==> src/rtl/core/eps_pkg.sv <==
package eps_pkg;

    // Field widths
    localparam int CountWidth    = 16;
    localparam int DataWidth     = 32;
    localparam int LimitWidth    = 15;
    localparam int PwmWidth      = 16;
    localparam int CfgIndexWidth = 2;

    localparam logic [LimitWidth-1:0] DriveLimitReset = LimitWidth'(500);

    // Fixed-point layout of the drive terms
    localparam int QShift      = 16;
    localparam int DerivShift  = 8;
    localparam int TermSatBit  = 47;
    localparam int TermWidth   = TermSatBit + 3;
    localparam int ProdWidth   = 2 * DataWidth + 1;
    localparam int DivSteps    = TermSatBit;
    localparam int DivLow      = TermSatBit - DerivShift;
    localparam int DivCntWidth = $clog2(DivSteps);
    localparam logic [TermSatBit:0] TermSat = {1'b1, {TermSatBit{1'b0}}};

    localparam int StepWidth = 4;
    typedef logic [StepWidth-1:0] step_t;

    typedef enum logic [CfgIndexWidth-1:0] {
        REG_PROP_GAIN,
        REG_INTEG_GAIN,
        REG_DERIV_GAIN,
        REG_DRIVE_LIMIT
    } cfg_reg_t;

    typedef enum logic [3:0] {
        OP_NOP,
        OP_TAKE,
        OP_ERROR,
        OP_INTEG,
        OP_TERM_P,
        OP_SAVE_HI,
        OP_TERM_I,
        OP_DIV_INIT,
        OP_DIV_STEP,
        OP_TERM_D,
        OP_FINISH
    } op_t;

    typedef enum logic [2:0] {
        MUL_NONE,
        MUL_E_DT,
        MUL_P,
        MUL_I_HI,
        MUL_I_LO,
        MUL_D
    } mul_sel_t;

    typedef enum logic [2:0] {
        JC_NEVER,
        JC_ALWAYS,
        JC_NO_SAMPLE,
        JC_ZERO_DT,
        JC_DIV_BUSY,
        JC_OUT_BUSY
    } jump_cond_t;

    typedef struct packed {
        op_t        op;
        mul_sel_t   msel;
        jump_cond_t jc;
        step_t      target;
    } ctl_word_t;

    typedef struct packed {
        logic sample_valid;
        logic zero_dt;
        logic div_busy;
        logic out_busy;
    } seq_status_t;

endpackage

==> src/rtl/core/eps_seq.sv <==
module eps_seq
    import eps_pkg::*;
(
    input  logic        clk,
    input  logic        rst_n,
    input  seq_status_t status,
    output ctl_word_t   ctl
);

    localparam step_t StepTake    = step_t'(0);
    localparam step_t StepDivStep = step_t'(8);
    localparam step_t StepFinish  = step_t'(10);

    // Control store: one word per step
    function automatic ctl_word_t program_word(input step_t s);
        ctl_word_t w;
        w = '{op: OP_NOP, msel: MUL_NONE, jc: JC_ALWAYS, target: StepTake};
        unique case (s)
            step_t'(0):  w = '{op: OP_TAKE,     msel: MUL_NONE, jc: JC_NO_SAMPLE, target: StepTake};
            step_t'(1):  w = '{op: OP_ERROR,    msel: MUL_NONE, jc: JC_NEVER,     target: StepTake};
            step_t'(2):  w = '{op: OP_NOP,      msel: MUL_E_DT, jc: JC_NEVER,     target: StepTake};
            step_t'(3):  w = '{op: OP_INTEG,    msel: MUL_P,    jc: JC_NEVER,     target: StepTake};
            step_t'(4):  w = '{op: OP_TERM_P,   msel: MUL_I_HI, jc: JC_NEVER,     target: StepTake};
            step_t'(5):  w = '{op: OP_SAVE_HI,  msel: MUL_I_LO, jc: JC_NEVER,     target: StepTake};
            step_t'(6):  w = '{op: OP_TERM_I,   msel: MUL_D,    jc: JC_NEVER,     target: StepTake};
            step_t'(7):  w = '{op: OP_DIV_INIT, msel: MUL_NONE, jc: JC_ZERO_DT,   target: StepFinish};
            step_t'(8):  w = '{op: OP_DIV_STEP, msel: MUL_NONE, jc: JC_DIV_BUSY,  target: StepDivStep};
            step_t'(9):  w = '{op: OP_TERM_D,   msel: MUL_NONE, jc: JC_NEVER,     target: StepTake};
            step_t'(10): w = '{op: OP_FINISH,   msel: MUL_NONE, jc: JC_OUT_BUSY,  target: StepFinish};
            default:     w = '{op: OP_NOP,      msel: MUL_NONE, jc: JC_ALWAYS,    target: StepTake};
        endcase
        return w;
    endfunction

    step_t step_reg;
    step_t step_next;
    logic  jump;

    assign ctl = program_word(step_reg);

    always_comb
    begin
        unique case (ctl.jc)
            JC_NEVER:     jump = 1'b0;
            JC_ALWAYS:    jump = 1'b1;
            JC_NO_SAMPLE: jump = !status.sample_valid;
            JC_ZERO_DT:   jump = status.zero_dt;
            JC_DIV_BUSY:  jump = status.div_busy;
            JC_OUT_BUSY:  jump = status.out_busy;
            default:      jump = 1'b0;
        endcase
        step_next = jump ? ctl.target : step_reg + step_t'(1);
    end

    always_ff @(posedge clk or negedge rst_n)
    begin
        if (!rst_n)
        begin
            step_reg <= StepTake;
        end
        else
        begin
            step_reg <= step_next;
        end
    end

endmodule

==> config.mk <==
export PLATFORM = sky130hd
export DESIGN_NAME = eps_seq
export DESIGN_NICKNAME = d
export VERILOG_FILES = /design/src/rtl/core/eps_pkg.sv /design/src/rtl/core/eps_seq.sv
export SDC_FILE = /design/constraint.sdc
export NUM_CORES = 1
export LEC_CHECK = 0
export ABC_AREA = 1
export ABC_CLOCK_PERIOD_IN_PS = 1500
export BUFFER_PORTS_ARGS = -buffer_cell sky130_fd_sc_hd__buf_2
export CAP_MARGIN = 20
export CORE_AREA = 3 3 40 42
export DETAILED_ROUTE_END_ITERATION = 8
export DIE_AREA = 0 0 43 45
export PLACE_DENSITY_LB_ADDON = 0.15
export SKIP_CTS_REPAIR_TIMING = 1
export SLEW_MARGIN = 20
export SYNTH_ARGS = -nofsm -noshare
export SYNTH_HDL_FRONTEND = slang
export SYNTH_SLANG_ARGS = --single-unit
==> constraint.sdc <==
create_clock -name clk -period 1.5 [get_ports clk]
set_clock_uncertainty 0.05 [all_clocks]
set_input_delay 0.225 -clock clk [delete_from_list [all_inputs] [get_ports clk]]
set_output_delay 0.225 -clock clk [all_outputs]
set_load 0.01 [all_outputs]
Yosys cells after proc, flatten, opt, wreduce, memory -nomap -nowiden
Memories as Yosys holds them, arrays and structs flattened.
Cells that the tools add are included.
Widths: inputs -> output; s select.
Operators by class
  mux-type cells: 2
  $mul: 0
  order comparisons: 0
  bitwise logic cells: 0
  equal/unequal tests: 5
  reduce and logical (&&, ||, !) cells: 1
  divide/modulo/power cells: 0
  add/sub/neg operators: 1
  shift-type cells: 0
Operator list (number)
  $eq 3x2->1 const B: 2
  $eq 3x3->1 const B: 2
  $pmux 1 s5: 1
  $add 4x1->4 const B: 1
  $mux 4: 1
  $eq 3x1->1 const B: 1
  $logic_not 1->1: 1
Word-level totals
  memories: 1
  input bits: 6
  register bits: 4
  logic and storage cells: 11
  latch bits: 0
  ROM bits: 192
  memory bits (writable): 0
Memories
  (no name shown): depth 16, width 12, rd ports 1, clocked after memory_dff 0, wr ports 0, line eps_seq.sv:18  | unique case (s)

Logic depth before layout (Yosys ltp)
An unclocked memory read counts as a cell.
  word-level depth: 4
  gate-level depth with buffers: 9
  mapped depth without buffers: 9

Worst setup path before layout
No wires, ideal clock.
  path kind: register to register
  start point: register step_reg[1]
  end point: register step_reg[3]
  path buffers: 0
  setup slack: -0.027 ns
  library setup time: 0.117 ns
  arrival time: 1.359 ns
  cell stages (with the launch flop): 8
  path through: dfrtp_1 > ha_1 > ha_1 > or2_0 > o21ai_2 > nand3_1 > nand3_1 > nand2_1
On the way
  longest elaborated chain between the ends: 4
RTL lines
  start: declaration: line eps_seq.sv:35  | step_t step_reg;
  start signal: assignment: line eps_seq.sv:59  | step_reg <= StepTake;
  start signal: assignment: line eps_seq.sv:63  | step_reg <= step_next;
  $mem_v2 16x12
  $eq 3x3->1 (tied with other cells): line eps_seq.sv:43  | unique case (ctl.jc)
  $pmux 1 s5: line eps_seq.sv:43
  $mux 4 (*): line eps_seq.sv:52  | step_next = jump ? ctl.target : step_reg + step_t'(1);
  via step_next[3]: line eps_seq.sv:36  | step_t step_next;
Mark *: on every way through the listed nets, which the timed path passes. The rest lies on a longest branch.

==> out/results.env <==
STATUS='finished with violations'
FAILING_CHECKS='negative setup slack'
IO_BUFFER_COUNT=17
CRITPATHKIND='reg -> out'
SYNTH_FLOP_CELL='dfrtp_1'
PLACEABLECOREAREA_UM2=1285
COUNT_OF_CLOCK_TREE_SINKS=4
TRACK_USAGE_PCT=14.26
POST-ROUTE-DRC-COUNT=0
FLOORPLAN.DIE.WIDTH_UM=43
LAYOUT-DRIVE-GT1-SHARE_PCT=68.14
SYNTH.MOST_COMMON_CELL='nand2_1'
DRT_ITER0_DRC=4
SYNTH_ENABLE_FLOP_CELLS=0
TOTAL_HALF_PERIMETER_WIRELENGTH_AFTER_LEGALIZATION_AND_DETAILED_PLACEMENT_UM=1136
ROW_COUNT=13
POSTSYNTHREGISTERBITS=4
FINALSETUPVIOLATIONS=15
GRT-OVFL-TOTAL=0
DIE_HEIGHT_UM=45
CLOCK_INSERTION_DELAY_AT_THE_LATER_PIN_OF_THE_SKEW_REPORT_PS=230
AVGROUTEDWIREPERCELL_UM=12.36
FIN_WORST_HOLD_SLACK_PS=280.3
VDD_DROP_MAX_mV=1.349
TRITONCTS_CLOCK_TREE='yes'
FIN_TOTAL_PWR_W=0.002201
ROUTED_WIRELENGTH_UM=1582
CRITPATHLAUNCHTYPE='register'
DESIGN.FINAL.NETS=126
REPORT.FINAL.HOLD_VIOL_COUNT=0
TIMING.CRITICAL_PATH.REQUIRED_PS=1220
SYNTH-WARNING-COUNT=0
LAYOUT_MIN_CYCLE_TIME_PS=1636
FINALWEIGHTEDCONGESTION=0.8193
GRT_PASS1_VIAS=521
CTS_BUFFERS=3
CRIT_PATH_MAX_FANOUT=4
INITIAL_UTILIZATION_PCT=42.26
LARGEST_REGISTER_FF_COUNT=4
VIAS=620
CTS_ROOT_BUFFER='clkbuf_4'
FLOW.AREA_GROWTH_FROM_SYNTHESIS_PCT=70.28
POST-SYNTH-TOP-AREA-CELL='dfrtp_1'
RSZ0062_AT_GRT='yes'
CTS-HTREE-LEVELS=1
WIRE_LENGTH_OF_THE_FIRST_GLOBAL_ROUTING_PASS_UM=2056
POSTROUTEANTENNANETS=0
PIN_COUNT_OF_THE_BIGGEST_NET_ENTERING_GLOBAL_ROUTING=7
SYNTH_AREA_UM2=543.0
FLOORPLAN.IO_PINS=20
SYNTH_COMMON_CELLS='15 x nand2_1, 11 x nand3_1, 10 x inv_1'
POST_SYNTH_NUM_CELL_TYPES=22
ASYNC_SET_RESET_FLOP_SHARE_OUT_OF_SYNTHESIS_PCT=100.0
SYNTHESIS.INSTANCES=81
CELLPOWERDENSITY_nW_PER_UM2=2380
ARRIVAL_PS=1360
MIN-DELAY-PATH-CLASS='in -> async'
FP.DIEAREA_UM2=1935
VIA_PER_INST=4.844
SETUP_SLACK_PS=-136.2
SYNTHTOPCELLSBYAREA='dfrtp_1 18%, ha_1 14%, nand2_1 10%'
ANTENNA_FOUND_INITIAL=0
POWER.LEAKAGE_nW=0.4761
TIMING.MAX_CAP.VIOLATIONS=0
SYNTH.TOP_CELL.AREA_SHARE_PCT=18.43
TIMING.FINAL.MAX_SLEW_VIOLATIONS=0
POSTSYNTHAREAPERCELL_UM2=6.704
DETAIL_ROUTE.FIRST_PASS.ITERATIONS=4
CTSLONGESTPATHBUFFERS=2
END_KIND='output port'
YOSYSSEQAREASHARE_PCT=18.43
CTS.REPORTEDPATHS.CLKPINSLEW_PS=40
FMAXACHIEVABLE_MHz=611.2
NUM_ANTENNA_CELLS=0
TIMING.FINAL.CRIT_SHARE_PCT=109.1
[through the flow]
step                      worst slack, ps  instances  utilization (%)  instance area [um^2]  TNS [ps]
after floorplan                     16.79         82                -                 550.5         0
after global placement             -41.42        119            53.26                 684.4    -63.57
after detailed placement           -49.52        119            53.26                 684.4    -139.9
after CTS                          -253.0        123            55.31                 710.7     -2060
after global routing               -235.7        128            71.96                 924.6     -2281
final                              -136.2        128            71.96                 924.6     -1006
[critical path, stage by stage (launching register included)]
cell and delay (ps):
dfrtp_2 440, inv_4 100, ha_4 210, nand2_1 60, o21ai_1 60, o21ai_1 120, buf_2 140
[per-layer routing]
layer	share of wire (%)	GRT usage (%)
met1	42	15.01
met2	56	27.25
met3	2.2	2.390
met4	0	7.229
met5	0	0
[layout by cell type (no fill, tap or decap), types with 2 or more instances in the layout]
master     n
nand2_4    4
o21ai_2    4
buf_6      3
buf_2     16
a21oi_2    2
o21ai_1    2
inv_2      3
inv_1      5
ha_4       4
buf_4     11
nand2_1   10
conb_1     2
nand3_2   10
nor2_2     3
nor2_1     6
inv_4      4
dfrtp_2    3
clkbuf_4   3
ha_1       2
nand2_2    4
nor2_4     2
nand3_1    3
[area by class of cell]
| type | instances | area, um^2 |
|---|---|---|
| Inverter | 12 | 55.05 |
| Multi-Input combinational cell | 62 | 514.2 |
| Sequential cell | 4 | 103.9 |
| Fill cell | 115 | 360.3 |
| Tap cell | 15 | 18.77 |
| Timing Repair Buffer | 31 | 206.4 |
| Clock buffer | 4 | 26.28 |
[worst paths after layout]
check                      cells past startpoint        start           to  slack, ps
setup / recovery                               6  step_reg[0]      ctl[10]       -140
hold / removal                                 2        rst_n  step_reg[1]        280
setup reg to reg                              10  step_reg[0]  step_reg[2]        -60
hold reg to reg                                1  step_reg[0]  step_reg[0]        470
max in group asynchronous                      2        rst_n  step_reg[2]        980
min in group clk                               5    status[1]  step_reg[1]        360
[report_power, final]
part	total (W)	internal [W]	switching, W
clock	0.000144	0.0000998	0.0000442
combinational	0.00178	0.000816	0.000962
sequential	0.000278	0.000168	0.000110
total	0.00220	0.00108	0.00112
[kinds of logic after synthesis]
kind of cell | after synthesis | synth area share (%)
other | 1 | 0.6906
AOI/OAI and AO/OA | 10 | 10.14
buffers and inverters | 16 | 16.13
and+or+nand+nor | 43 | 39.17
xor gates and xnor gates | 1 | 1.613
adders and majority gates | 6 | 13.82
DFF | 4 | 18.43
No activity file was read; power rests on OpenSTA's default activity.
